--- src/sv/wdec_pkg.sv ---
// ----------------------------------------------------------------------------
// wdec package
// shared constants and types of the 802.11 to ethernet decapsulator
// ----------------------------------------------------------------------------
package wdec_pkg;

  localparam int unsigned MaxFrameBytes = 4096;
  localparam int unsigned IdxW          = $clog2(MaxFrameBytes + 1);
  localparam int unsigned LenW          = 12;
  localparam int unsigned EthHdrBytes   = 14;
  localparam int unsigned BurstW        = $clog2(EthHdrBytes + 1);
  localparam int unsigned AddrW         = 48;

  localparam int unsigned HdrLen        = 24;
  localparam int unsigned QosHdrLen     = 26;
  localparam int unsigned MinFrameLen   = 32;

  localparam logic [15:0] FcTypeMask    = 16'h000c;
  localparam logic [15:0] FcTypeData    = 16'h0008;
  localparam logic [15:0] FcQos         = 16'h0080;
  localparam logic [15:0] FcToDs        = 16'h0100;
  localparam logic [15:0] FcFromDs      = 16'h0200;
  localparam logic [15:0] FcDsMask      = 16'h0300;
  localparam logic [7:0]  LlcSap        = 8'haa;
  localparam logic [7:0]  LlcCtrl       = 8'h03;

  localparam logic [LenW-1:0] MaxEthLenRst = LenW'(1514);

  typedef enum logic [1:0] {
    StOk      = 2'd0,
    StShort   = 2'd1,
    StUnsup   = 2'd2,
    StNoSpace = 2'd3
  } status_e;

  typedef struct packed {
    logic                             valid;
    logic [BurstW-1:0]                count;
    logic                             eof;
    status_e                          status;
    logic [EthHdrBytes-1:0][7:0]      bytes;
  } job_t;

endpackage

--- src/sv/wdec_parse.sv ---
// ----------------------------------------------------------------------------
// wdec parse
// header capture, llc check and per-word result generation
// ----------------------------------------------------------------------------
module wdec_parse (
  input  logic                      clk_i,
  input  logic                      rst_ni,
  input  logic                      cfg_we_i,
  input  logic [wdec_pkg::LenW-1:0] cfg_wdata_i,
  input  logic                      fire_i,
  input  logic [7:0]                data_byte_i,
  input  logic                      last_byte_i,
  output wdec_pkg::job_t            job_o
);

  localparam int unsigned IdxW  = wdec_pkg::IdxW;
  localparam int unsigned LenW  = wdec_pkg::LenW;
  localparam int unsigned AddrW = wdec_pkg::AddrW;

  logic [LenW-1:0]  max_q;
  logic [IdxW-1:0]  idx_q, idx_d;
  logic [15:0]      fc_q, fc_d;
  logic [AddrW-1:0] ra_q, ra_d, ta_q, ta_d, a3_q, a3_d;
  logic [7:0]       et_hi_q, et_hi_d;
  wdec_pkg::status_e err_q, err_d;
  logic [LenW-1:0]  emitted_q, emitted_d;

  logic [IdxW-1:0]  i;
  logic [IdxW-1:0]  hdr;
  logic [IdxW-1:0]  rel;
  logic [7:0]       want;
  logic [AddrW-1:0] da, sa;
  wdec_pkg::status_e st;
  wdec_pkg::job_t   job;

  function automatic logic fc_unsupported(input logic [15:0] fc);
    return ((fc & wdec_pkg::FcTypeMask) != wdec_pkg::FcTypeData) ||
           ((fc & wdec_pkg::FcDsMask) == wdec_pkg::FcDsMask);
  endfunction

  always_comb begin
    i         = idx_q;
    fc_d      = fc_q;
    ra_d      = ra_q;
    ta_d      = ta_q;
    a3_d      = a3_q;
    et_hi_d   = et_hi_q;
    err_d     = err_q;
    emitted_d = emitted_q;
    job       = '0;
    rel       = '0;
    want      = wdec_pkg::LlcSap;
    st        = wdec_pkg::StOk;

    // header field capture
    if (i == IdxW'(0)) begin
      fc_d[7:0] = data_byte_i;
    end else if (i == IdxW'(1)) begin
      fc_d[15:8] = data_byte_i;
    end else if (i >= IdxW'(4) && i < IdxW'(10)) begin
      ra_d = {ra_q[AddrW-9:0], data_byte_i};
    end else if (i >= IdxW'(10) && i < IdxW'(16)) begin
      ta_d = {ta_q[AddrW-9:0], data_byte_i};
    end else if (i >= IdxW'(16) && i < IdxW'(22)) begin
      a3_d = {a3_q[AddrW-9:0], data_byte_i};
    end

    hdr = ((fc_d & wdec_pkg::FcQos) != '0) ? IdxW'(wdec_pkg::QosHdrLen)
                                            : IdxW'(wdec_pkg::HdrLen);

    if (i == IdxW'(1) && fc_unsupported(fc_d)) begin
      err_d = wdec_pkg::StUnsup;
    end

    // address selection by to-ds / from-ds
    if ((fc_d & wdec_pkg::FcToDs) != '0) begin
      da = a3_q;
      sa = ta_q;
    end else if ((fc_d & wdec_pkg::FcFromDs) != '0) begin
      da = ra_q;
      sa = a3_q;
    end else begin
      da = ra_q;
      sa = ta_q;
    end

    if (err_d != wdec_pkg::StUnsup && i >= hdr) begin
      if (i < hdr + IdxW'(3)) begin
        rel  = i - hdr;
        want = (rel < IdxW'(2)) ? wdec_pkg::LlcSap : wdec_pkg::LlcCtrl;
        if (data_byte_i != want) begin
          err_d = wdec_pkg::StUnsup;
        end
      end else if (i == hdr + IdxW'(6)) begin
        et_hi_d = data_byte_i;
      end else if (i == hdr + IdxW'(7)) begin
        for (int k = 0; k < 6; k++) begin
          job.bytes[k]     = da[8*(5-k) +: 8];
          job.bytes[6 + k] = sa[8*(5-k) +: 8];
        end
        job.bytes[12] = et_hi_q;
        job.bytes[13] = data_byte_i;
        if (max_q < LenW'(wdec_pkg::EthHdrBytes)) begin
          job.count = max_q[wdec_pkg::BurstW-1:0];
          err_d     = wdec_pkg::StNoSpace;
        end else begin
          job.count = wdec_pkg::BurstW'(wdec_pkg::EthHdrBytes);
        end
        emitted_d = LenW'(job.count);
        job.valid = (job.count != '0);
      end else if (i > hdr + IdxW'(7)) begin
        if (emitted_q < max_q) begin
          job.valid    = 1'b1;
          job.count    = wdec_pkg::BurstW'(1);
          job.bytes[0] = data_byte_i;
          emitted_d    = emitted_q + LenW'(1);
        end else begin
          err_d = wdec_pkg::StNoSpace;
        end
      end
    end

    idx_d = (i < IdxW'(wdec_pkg::MaxFrameBytes)) ? i + IdxW'(1) : i;

    if (last_byte_i) begin
      if (i < IdxW'(wdec_pkg::MinFrameLen - 1)) begin
        st = wdec_pkg::StShort;
      end else if (fc_unsupported(fc_d)) begin
        st = wdec_pkg::StUnsup;
      end else if (i < hdr + IdxW'(7)) begin
        st = wdec_pkg::StShort;
      end else begin
        st = err_d;
      end

      if (st == wdec_pkg::StShort || st == wdec_pkg::StUnsup || !job.valid) begin
        job       = '0;
        job.valid = 1'b1;
        job.count = wdec_pkg::BurstW'(1);
      end
      job.eof    = 1'b1;
      job.status = st;

      idx_d     = '0;
      fc_d      = '0;
      ra_d      = '0;
      ta_d      = '0;
      a3_d      = '0;
      et_hi_d   = '0;
      err_d     = wdec_pkg::StOk;
      emitted_d = '0;
    end
  end

  always_comb begin
    job_o       = job;
    job_o.valid = job.valid && fire_i;
  end

  always_ff @(posedge clk_i or negedge rst_ni) begin
    if (!rst_ni) begin
      max_q     <= wdec_pkg::MaxEthLenRst;
      idx_q     <= '0;
      fc_q      <= '0;
      ra_q      <= '0;
      ta_q      <= '0;
      a3_q      <= '0;
      et_hi_q   <= '0;
      err_q     <= wdec_pkg::StOk;
      emitted_q <= '0;
    end else begin
      if (cfg_we_i) begin
        max_q <= cfg_wdata_i;
      end
      if (fire_i) begin
        idx_q     <= idx_d;
        fc_q      <= fc_d;
        ra_q      <= ra_d;
        ta_q      <= ta_d;
        a3_q      <= a3_d;
        et_hi_q   <= et_hi_d;
        err_q     <= err_d;
        emitted_q <= emitted_d;
      end
    end
  end

endmodule

--- src/sv/wdec_emit.sv ---
// ----------------------------------------------------------------------------
// wdec emit
// result buffer and output register, drains header bursts one word a cycle while the output is not stalled
// ----------------------------------------------------------------------------
module wdec_emit (
  input  logic              clk_i,
  input  logic              rst_ni,
  input  wdec_pkg::job_t    job_i,
  output logic              job_ready_o,
  input  logic              out_stall_i,
  output logic              out_valid_o,
  output logic [7:0]        eth_byte_o,
  output logic              end_of_frame_o,
  output wdec_pkg::status_e status_o
);

  localparam int unsigned BurstW = wdec_pkg::BurstW;
  localparam int unsigned NBytes = wdec_pkg::EthHdrBytes;

  logic [NBytes-1:0][7:0] buf_q, buf_d;
  logic [BurstW-1:0]      rem_q, rem_d;
  logic                   eof_q, eof_d;
  wdec_pkg::status_e      st_q, st_d;
  logic                   ov_q, ov_d;
  logic [7:0]             ob_q, ob_d;
  logic                   oe_q, oe_d;
  wdec_pkg::status_e      os_q, os_d;

  logic slot_free;
  logic rem_one;

  assign slot_free   = !ov_q || !out_stall_i;
  assign rem_one     = (rem_q == BurstW'(1));
  assign job_ready_o = (rem_q == '0) || (rem_one && slot_free);

  always_comb begin
    buf_d = buf_q;
    rem_d = rem_q;
    eof_d = eof_q;
    st_d  = st_q;
    ov_d  = ov_q;
    ob_d  = ob_q;
    oe_d  = oe_q;
    os_d  = os_q;

    if (slot_free) begin
      ov_d = 1'b0;
      if (rem_q != '0) begin
        ov_d  = 1'b1;
        ob_d  = buf_q[0];
        oe_d  = eof_q && rem_one;
        os_d  = rem_one ? st_q : wdec_pkg::StOk;
        buf_d = {8'h00, buf_q[NBytes-1:1]};
        rem_d = rem_q - BurstW'(1);
      end
    end

    if (job_i.valid) begin
      buf_d = job_i.bytes;
      rem_d = job_i.count;
      eof_d = job_i.eof;
      st_d  = job_i.status;
    end
  end

  always_ff @(posedge clk_i or negedge rst_ni) begin
    if (!rst_ni) begin
      rem_q <= '0;
      ov_q  <= 1'b0;
    end else begin
      rem_q <= rem_d;
      ov_q  <= ov_d;
    end
  end

  always_ff @(posedge clk_i) begin
    buf_q <= buf_d;
    eof_q <= eof_d;
    st_q  <= st_d;
    ob_q  <= ob_d;
    oe_q  <= oe_d;
    os_q  <= os_d;
  end

  assign out_valid_o    = ov_q;
  assign eth_byte_o     = ob_q;
  assign end_of_frame_o = oe_q;
  assign status_o       = os_q;

endmodule

--- src/sv/wifi_data_to_ethernet_decapsulator.sv ---
// ----------------------------------------------------------------------------
// wifi data to ethernet decapsulator
// turns a byte stream of 802.11 data frames into ethernet frames (llc/snap)
// ----------------------------------------------------------------------------
// Takes one word per cycle while in_stall_o is low. A payload word goes into
// the result buffer at the edge that accepts it and from there into the output
// register, from which it is offered. When the ethertype completes, the
// 14-word ethernet header goes into the same buffer and drains one word a cycle
// while the output is not stalled, so the input stalls once per frame while it
// drains; apart from that the rate is one word per cycle. Short or unsupported
// frames give a single zero word with end_of_frame and the status set.
module wifi_data_to_ethernet_decapsulator (
  input  logic                      clk_i,
  input  logic                      rst_ni,
  input  logic                      cfg_we_i,
  input  logic [wdec_pkg::LenW-1:0] cfg_wdata_i,
  input  logic                      in_valid_i,
  output logic                      in_stall_o,
  input  logic [7:0]                data_byte_i,
  input  logic                      last_byte_i,
  output logic                      out_valid_o,
  input  logic                      out_stall_i,
  output logic [7:0]                eth_byte_o,
  output logic                      end_of_frame_o,
  output logic [1:0]                status_o
);

  wdec_pkg::job_t    job;
  logic              job_ready;
  logic              fire;
  wdec_pkg::status_e status;

  assign in_stall_o = !job_ready;
  assign fire       = in_valid_i && job_ready;

  wdec_parse u_parse (
    .clk_i       (clk_i),
    .rst_ni      (rst_ni),
    .cfg_we_i    (cfg_we_i),
    .cfg_wdata_i (cfg_wdata_i),
    .fire_i      (fire),
    .data_byte_i (data_byte_i),
    .last_byte_i (last_byte_i),
    .job_o       (job)
  );

  wdec_emit u_emit (
    .clk_i          (clk_i),
    .rst_ni         (rst_ni),
    .job_i          (job),
    .job_ready_o    (job_ready),
    .out_stall_i    (out_stall_i),
    .out_valid_o    (out_valid_o),
    .eth_byte_o     (eth_byte_o),
    .end_of_frame_o (end_of_frame_o),
    .status_o       (status)
  );

  assign status_o = status;

endmodule

--- config.mk ---
export PLATFORM = sky130hd
export DESIGN_NAME = wifi_data_to_ethernet_decapsulator
export DESIGN_NICKNAME = d
export VERILOG_FILES = /design/src/sv/wdec_pkg.sv /design/src/sv/wdec_parse.sv /design/src/sv/wdec_emit.sv /design/src/sv/wifi_data_to_ethernet_decapsulator.sv
export SDC_FILE = /design/constraint.sdc
export NUM_CORES = 1
export LEC_CHECK = 0
export BUFFER_PORTS_ARGS = -buffer_cell sky130_fd_sc_hd__buf_2
export CAP_MARGIN = 10
export CORE_MARGIN = 3
export CORE_UTILIZATION = 55
export CTS_BUF_LIST = sky130_fd_sc_hd__clkbuf_8
export DETAILED_ROUTE_END_ITERATION = 8
export GPL_ROUTABILITY_DRIVEN = 0
export MAX_ROUTING_LAYER = met4
export PLACE_DENSITY_LB_ADDON = 0.25
export SYNTH_ARGS = -nofsm -noshare
export SYNTH_HDL_FRONTEND = slang
export SYNTH_SLANG_ARGS = --single-unit
export TNS_END_PERCENT = 5
--- constraint.sdc ---
create_clock -name clk_i -period 12.1 [get_ports clk_i]
set_input_delay 1.21 -clock clk_i [delete_from_list [all_inputs] [get_ports clk_i]]
set_output_delay 1.21 -clock clk_i [all_outputs]
set_load 0.02 [all_outputs]
==> results.md, run 1 <==
| Stage | Parameter | Value |
|:---|:---|:---|
| sta | Worst-margin pin slew | 1210 ps |
| final layout | Most frequent standard cell in the layout excluding fill and tap cells | sky130_fd_sc_hd__nand2_1 |
| clock network | Number of post-CTS setup repair buffers | 0 |
| power | Total power | 3.70 mW |
| synthesis | Net Count, Synth | 1569 |
| worst setup path | Buffers plus inverters on the worst setup path | 2 |
| sta | Tcrit/Tclk final | 54.5% |
| route | Starting DRT DRC Count | 995 |
| clock network | Clock latency of the later-clocked register in the worst-skew pair | 590 ps |
| placed design | Standard cell area after detailed placement | 16600 sq um |
| floorplanning | Initial core utilization | 56.1% |
| sta | Largest clock skew in the final design | 17.5 ps |
| worst setup path | WP data arrival | 6780 ps |
| min path | Path category of the worst min-delay check | reg2reg |
| global route | Antenna violations before repair | 1 |
| synthesis | Number of standard cells after synthesis | 1517 |
| run | Number of max-capacitance violations reported | 0 |
| placed design | HPWL Detailed | 23.0 mm |
| synthesis | Number of enable-type register cells in the synthesized netlist | 126 |
| final layout | Fraction of layout instances using a drive strength above 1 | 10.5% |
| global route | Pin count of the biggest net entering global routing | 97 |
| worst setup path | Terminus of the critical flop-to-flop path | u_emit.buf_q[89] |
| synthesis | Fraction of synthesized cell area taken by the top area cell type | 30.0% |
| final layout | Post-Layout Cell Count | 1952 |
| worst setup path | Critical Path Max Stage Delay | 940 ps |
| floorplanning | Die area | 31500 sq um |
| sta | Final setup fails | 0 |
| final layout | Growth of design area from synthesis to finish | 8.89% |
| placed design | PortBufs | 38 |
| synthesis | Count of state elements after synthesis | 327 |
| clock network | Inserted Clock Buffers | 54 |
| clock network | Clock Tree Root | sky130_fd_sc_hd__clkbuf_8 |
| worst setup path | Dominant delay contributor by cell family on the critical path | simple AND/OR/NAND/NOR gates |
| worst setup path | Maximum fanout along the worst path | 85 |
| worst setup path | Crit Reg-Reg Startpoint | u_parse.i[7] |
| route | Number of nets still failing antenna checks after routing | 0 |
| global route | First-pass GRT wire length | 63.3 mm |
| sta | Final-report max-slew violation count | 0 |
| sta | Total negative setup slack | 0 ps |
| final layout | Number of nets in the layout | 1573 |
| power | Ratio of total power to cell area | 210 nW/um^2 |
| worst setup path | Worst setup startpoint | u_parse.i[7] |
| worst setup path | Cell count along the critical path | 14 |
| global route | Tot GR Track Use | 25.8% |
| global route | Number of global-route vias before repair | 11678 |
| floorplanning | Die Height | 178 microns |
| route | Post-detailed-route wirelength per cell | 20.0 microns |
| clock network | Post-CTS resize count | 0 |
| worst setup path | Startpoint Class | flop |
| worst setup path | Count of cells along the worst register-to-register path | 14 |
| clock network | Clock-pin transition on the worst setup and hold timing paths | 60 ps |
| placed design | Post-placement cell count | 1849 |
| global route | Sum of overflow across all layers after global routing | 0 |
| worst setup path | Critical path data required time | 12280 ps |
| synthesis | Fraction of registers with async set or reset after synthesis | 61.5% |
| sta | Maximum achievable frequency | 152 MHz |
| sta | Final hold violation count | 0 |
| sta | Unrepaired setup endpoints after global routing | no |
| worst setup path | Timing endpoint of the critical path | u_emit.buf_q[89] |
| worst setup path | Worst-path cell chain | or4_4, or4_1, a21oi_1, inv_1, ha_1, nor2b_1, nor3_1, o311ai_0, o211ai_1, mux2_2, nor3_1, o21ai_4, nand2_4, buf_4 |
| clock network | Maximum buffer depth of the clock tree | 3 |
| floorplanning | Count of standard-cell rows | 62 |
| floorplanning | Die width | 178 microns |
| synthesis | Warnings from Yosys | 0 |
| route | Length of the first detailed-routing pass in iterations | 5 |
| power | Peak supply drop | 0.000124 V |
| worst setup path | Cell with the largest stage delay on the worst path | sky130_fd_sc_hd__buf_4 |
| clock network | CTS Sinks | 327 |
| clock network | H-tree levels | 2 |
| synthesis | Top_reg_cell synth | sky130_fd_sc_hd__dfrtp_1 |
| synthesis | Synth unique cells | 75 |
| route | DRC violation count after routing | 0 |
| route | Total wire length after detailed routing | 39.1 mm |
| floorplanning | Io pins | 39 |
| final layout | Fill cell total of the finished layout | 2448 |
| worst setup path | Cell repeated most along the worst path | sky130_fd_sc_hd__nor3_1 |
| route | DR vias/cell | 6.11 |
| synthesis | Main area contributors after synthesis | sky130_fd_sc_hd__dfrtp_1, sky130_fd_sc_hd__edfxtp_1, sky130_fd_sc_hd__mux2i_1 |
| synthesis | Avg Cell Area, Syn | 10.7 sq um |
| clock network | Clock tree from TritonCTS | built |
| sta | Minimum clock period | 6600 ps |
| outcome | Status | finished, final reports clean |
| synthesis | Cell area after technology mapping | 16200 sq um |
| route | Via count | 11931 |
| synthesis | Sequential-to-total area share from yosys stat | 54.5% |
| final layout | Most used cells in the layout excluding fill and tap cells | sky130_fd_sc_hd__nand2_1, sky130_fd_sc_hd__dfrtp_1, sky130_fd_sc_hd__o21ai_0 |
| worst setup path | Critical Setup Path Class | reg2reg |
| clock network | Cts hold-fix bufs | 0 |
| synthesis | Library cell occupying the most area in the post-synthesis netlist | sky130_fd_sc_hd__dfrtp_1 |
| worst setup path | Endpoint class of the critical path | flop |
| power | Leakage power figure | 7.75 nW |
| final layout | Post-layout instance area | 17600 sq um |
| sta | Worst slew margin | 19.4% |
| worst setup path | Worst R2R Setup Slack | 5500 ps |
| floorplanning | Core area | 28900 sq um |
[kinds of logic after synthesis]
family,after synthesis,synth area share (%)
flip-flops,327,54.5
multiplexers,119,7.38
AO/OA/AOI/OAI,405,17.7
buffers and inverters,155,4.30
adder cells (fa/ha/maj),26,2.01
AND/OR/NAND/NOR,469,13.3
XOR/XNOR,16,0.866
[Yosys cell counts, types with 13 or more instances]
master / count
sky130_fd_sc_hd__a21oi_1: 34
sky130_fd_sc_hd__a221o_1: 40
sky130_fd_sc_hd__a22o_1: 41
sky130_fd_sc_hd__and2_1: 43
sky130_fd_sc_hd__and3_1: 14
sky130_fd_sc_hd__buf_2: 25
sky130_fd_sc_hd__clkbuf_1: 67
sky130_fd_sc_hd__dfrtp_1: 194
sky130_fd_sc_hd__edfxtp_1: 126
sky130_fd_sc_hd__ha_1: 26
sky130_fd_sc_hd__inv_1: 45
sky130_fd_sc_hd__mux2i_1: 116
sky130_fd_sc_hd__nand2_1: 240
sky130_fd_sc_hd__nand3_1: 13
sky130_fd_sc_hd__nor2_1: 91
sky130_fd_sc_hd__o21ai_0: 146
sky130_fd_sc_hd__o2bb2ai_1: 56
sky130_fd_sc_hd__o31ai_1: 14
[worst min-delay path by stage]
stage                     from              endpoint  slack, ps  cells past startpoint
2_1_floorplan  u_emit.buf_q[0]  u_emit.eth_byte_o[0]        400                      0
3_3_place_gp   u_emit.buf_q[3]  u_emit.eth_byte_o[3]        410                      0
3_5_place_dp   u_emit.buf_q[7]  u_emit.eth_byte_o[7]        420                      0
4_1_cts        u_emit.buf_q[7]  u_emit.eth_byte_o[7]        430                      0
5_1_grt        u_emit.buf_q[7]  u_emit.eth_byte_o[7]        430                      0
6_report       u_emit.buf_q[7]  u_emit.eth_byte_o[7]        430                      0
[registers in the layout, summed over array words and instances (netlist names)]
register               count
u_parse.emitted_q         12
u_parse.ta_q              48
u_emit.out_valid_o         1
u_parse.fc_q               5
u_parse.a3_q              48
u_emit.eth_byte_o          8
u_emit.eof_q               1
u_emit.buf_q             112
u_emit.status_o            2
u_parse.ra_q              48
u_parse.i                 13
u_parse.err_q              2
u_parse.et_hi_q            8
u_parse.max_q             12
u_emit.rem_q               4
u_emit.st_q                2
u_emit.end_of_frame_o      1
[where the power goes]
| group | switching, mW | internal [mW] | leakage, nW | total (mW) |
|---|---|---|---|---|
| Combinational | 0.597 | 0.393 | 3.27 | 0.990 |
| Sequential | 0.207 | 1.57 | 3.88 | 1.78 |
| Clock | 0.437 | 0.487 | 0.603 | 0.924 |
| Total | 1.24 | 2.45 | 7.75 | 3.70 |
[metrics by stage]
stage,hold slack (ps),worst slack (ps),util (%)
2_1_floorplan,400,4860,-
3_5_place_dp,415,5500,57.4
4_1_cts,431,5480,61.1
6_report,428,5500,61.1
5_1_grt,433,5000,61.1
3_3_place_gp,411,5660,57.4
[layer usage]
layer	up-vias	track usage, %	wire length, microns
met3	61	4.24	2450
met4	0	6.41	794
met5	-	-	0
li1	5561	-	-
met2	422	40.1	18300
met1	5887	35.9	17600
[cell type report]
cell class                      instances  area, sq um  area share, %
Sequential cell                       327         8820           50.0
Multi-Input combinational cell       1035         6760           38.3
Clock buffer                           65          895           5.07
Tap cell                              384          480           2.73
Timing Repair Buffer                   56          334           1.90
Inverter                               47          178           1.01
Clock inverter                         37          161          0.916
Antenna cell                            1         2.50         0.0142
Note: power is estimated with default switching activity, not from simulation.
==> inputs of run 2 (changes only) <==
clock period = 6.35 ns   (was 12.1 ns; I/O delays follow)
==> run 2 against run 1 <==
  * Worst hold slack lost 320 ps
  * Register-to-register slack worse by 5000 ps
  * Sequential power increased by 90%
  * Critical endpoint is now u_emit.buf_q[101]
  * Power is 95% higher
  * Final cell count increased by 0.36%
  * First-iteration DRC count decreased by 6.9%
  * Sequential share of layout area decreased by 0.52 points
  * Maximum frequency increased by 13%
  * Clock skew grew 5.8 ps
  * Wire length barely moved
  * Die area unchanged
  * Non-clock buffer count rose by 5
  * Largest cell class unchanged
==> results.md, run 2 (synthesized netlist as in run 1, its figures left out) <==
| Stage | Parameter | Value | Delta |
|:---|:---|:---|:---|
| final layout | Post-layout instance area | 17800 sq um | +1.0% |
| clock network | Inserted Clock Buffers | 54 | unchanged |
| route | DR vias/cell | 6.08 | -0.59% |
| final layout | Growth of design area from synthesis to finish | 10.0% |  |
| final layout | Most used cells in the layout excluding fill and tap cells | sky130_fd_sc_hd__nand2_1, sky130_fd_sc_hd__dfrtp_1, sky130_fd_sc_hd__o21ai_0 |  |
| worst setup path | Cell repeated most along the worst path | sky130_fd_sc_hd__nor2_1 |  |
| route | Post-detailed-route wirelength per cell | 20.0 microns | -0.29% |
| clock network | Maximum buffer depth of the clock tree | 3 | unchanged |
| worst setup path | Critical Path Max Stage Delay | 670 ps | -270 ps |
| worst setup path | Worst-path cell chain | or4_4, or4_1, a21oi_1, inv_1, ha_1, nor2b_1, o311ai_0, o22a_1, nor2_1, nand2_1, nor2_1, a32oi_4, buf_4, o2bb2ai_1 |  |
| route | Wire length the detailed router placed on met1 | 17.7 mm | +0.77% |
| sta | Final setup fails | 0 | unchanged |
| final layout | Post-Layout Cell Count | 1959 | +0.36% |
| worst setup path | WP data arrival | 6140 ps | -640 ps |
| sta | Worst slew margin | 18.5% | -0.95 points |
| final layout | Fill cell total of the finished layout | 2385 | -2.6% |
| route | DRC violation count after routing | 0 | unchanged |
| floorplanning | Io pins | 39 | unchanged |
| sta | Maximum achievable frequency | 172 MHz | +13% |
| sta | Minimum clock period | 5830 ps | -768 ps |
| global route | Sum of overflow across all layers after global routing | 0 | unchanged |
| sta | Final hold violation count | 0 | unchanged |
| global route | Number of global-route vias before repair | 11623 | -0.47% |
| clock network | H-tree levels | 2 | unchanged |
| placed design | Post-placement cell count | 1854 | +0.27% |
| route | Uppermost layer routed | met4 |  |
| placed design | Standard cell area after detailed placement | 16700 sq um | +0.52% |
| route | Number of nets still failing antenna checks after routing | 0 | unchanged |
| global route | First-pass GRT wire length | 63.2 mm | about the same |
| clock network | Post-CTS resize count | 0 | unchanged |
| final layout | Fraction of layout instances using a drive strength above 1 | 11.3% | +0.74 points |
| global route | Tot GR Track Use | 26.0% | +0.19 points |
| sta | Tcrit/Tclk final | 91.8% | +37 points |
| floorplanning | Initial core utilization | 56.1% | unchanged |
| clock network | Number of post-CTS setup repair buffers | 0 | unchanged |
| worst setup path | Count of cells along the worst register-to-register path | 14 | unchanged |
| sta | Post-route setup slack | 520 ps | -4980 ps |
| route | Via count | 11903 | -0.23% |
| route | Routed length on met2 | 17.5 mm | -4.1% |
| final layout | Number of nets in the layout | 1578 | +0.32% |
| route | Length of the first detailed-routing pass in iterations | 6 | +1 |
| clock network | Clock-pin transition on the worst setup and hold timing paths | 60 ps | about the same |
| floorplanning | Die width | 178 microns | unchanged |
| clock network | Clock latency of the later-clocked register in the worst-skew pair | 600 ps | about the same |
| worst setup path | Critical Setup Path Class | reg2reg |  |
| worst setup path | Cell with the largest stage delay on the worst path | sky130_fd_sc_hd__or4_1 |  |
| outcome | Status | finished, final reports clean |  |
| power | Leakage power figure | 7.83 nW | +1.0% |
| worst setup path | Maximum fanout along the worst path | 56 | -34% |
| sta | Unrepaired setup endpoints after global routing | no |  |
| power | Ratio of total power to cell area | 405 nW/um^2 | +93% |
| placed design | Post-Place Worst Slack | 634 ps | -4860 ps |
| power | Peak supply drop | 0.000244 V | +96% |
| sta | Total negative setup slack | 0 ps | unchanged |
| clock network | Clock tree from TritonCTS | built |  |
| global route | Antenna violations before repair | 4 | +3 |
| min path | Path category of the worst min-delay check | in2async |  |
| clock network | Clock Tree Root | sky130_fd_sc_hd__clkbuf_8 |  |
| sta | Largest clock skew in the final design | 23.2 ps | +5.76 ps |
| final layout | Max reg flops | 112 | unchanged |
| sta | Worst-margin pin slew | 1220 ps | +11.3 ps |
| placed design | PortBufs | 38 | unchanged |
| global route | Pin count of the biggest net entering global routing | 98 | +1.0% |
| clock network | Cts hold-fix bufs | 0 | unchanged |
| floorplanning | Count of standard-cell rows | 62 | unchanged |
| route | Routed wire length on met3 | 2.74 mm | +12% |
| run | Number of max-capacitance violations reported | 0 | unchanged |
| route | Starting DRT DRC Count | 926 | -6.9% |
| final layout | Most frequent standard cell in the layout excluding fill and tap cells | sky130_fd_sc_hd__nand2_1 |  |
| placed design | HPWL Detailed | 23.0 mm | about the same |
| worst setup path | Critical path data required time | 6660 ps | -5620 ps |
| route | Total wire length after detailed routing | 39.1 mm | about the same |
| clock network | CTS Sinks | 327 | unchanged |
| worst setup path | Startpoint Class | flop |  |
| floorplanning | Die area | 31500 sq um | unchanged |
| floorplanning | Core area | 28900 sq um | unchanged |
| floorplanning | Die Height | 178 microns | unchanged |
| worst setup path | Endpoint class of the critical path | flop |  |
| sta | Final-report max-slew violation count | 0 | unchanged |
| final layout | Largest register by flop count | u_emit.buf_q |  |
## run 2: cell count changes in the layout (fill, tap and decap cells not counted), moves of 3 or more
cell	previous run	this run
sky130_fd_sc_hd__inv_1	63	56
sky130_fd_sc_hd__diode_2	1	4
sky130_fd_sc_hd__buf_12	0	4
sky130_fd_sc_hd__clkbuf_8	66	71
## run 2: final cells by class
class	instances	area, sq um	share of cell area [%]
flip-flops and latches	327	8820	49.5
multi-input cells	1035	6760	37.9
clock buffers	70	963	5.41
well taps	384	480	2.70
repair buffers	61	422	2.37
clock inverters	31	183	1.03
inverters	47	176	0.990
diodes	4	10.0	0.0562
## run 2: worst paths after layout
path                                 start               endpoint  slack, ps
min in group clk_i         cfg_wdata_i[11]      u_parse.max_q[11]        260
setup / recovery              u_parse.i[7]      u_emit.buf_q[101]        520
hold reg to reg            u_emit.buf_q[7]   u_emit.eth_byte_o[7]        430
hold / removal                      rst_ni  u_parse.emitted_q[10]        110
max in group asynchronous           rst_ni        u_parse.ra_q[2]       4870
setup reg to reg              u_parse.i[7]      u_emit.buf_q[101]        520
## run 2: through the flow
| step | power [mW] | utilization [%] | hold slack (ps) |
|---|---|---|---|
| 6_report | 7.22 | 61.7 | 107 |
| 2_1_floorplan | 4.71 | - | 339 |
| 3_5_place_dp | 5.31 | 57.7 | 413 |
| 5_1_grt | 7.62 | 61.7 | 173 |
| 4_1_cts | 7.24 | 61.7 | 135 |
| 3_3_place_gp | 5.24 | 57.7 | 409 |
## run 2: worst max-delay path: cells and delay by family (launching register included)
| family | cells | cell delay (ps) |
|---|---|---|
| AO/OA/AOI/OAI | 5 | 1740 |
| adder cells (fa/ha/maj) | 1 | 400 |
| buffers and inverters | 2 | 790 |
| flip-flops | 1 | 440 |
| AND/OR/NAND/NOR | 6 | 2120 |
## run 2: metal layers
metal  track usage, %  up-vias
li1                 -     5567
met1             36.2     5840
met2             38.6      413
met3             4.92       83
met4             9.20        0
met5                -        -
## run 2: report_power, final
part / switching (mW) / internal, mW
logic: 1.14 / 0.780
clock network: 0.853 / 1.07
registers: 0.389 / 2.99
total: 2.38 / 4.84
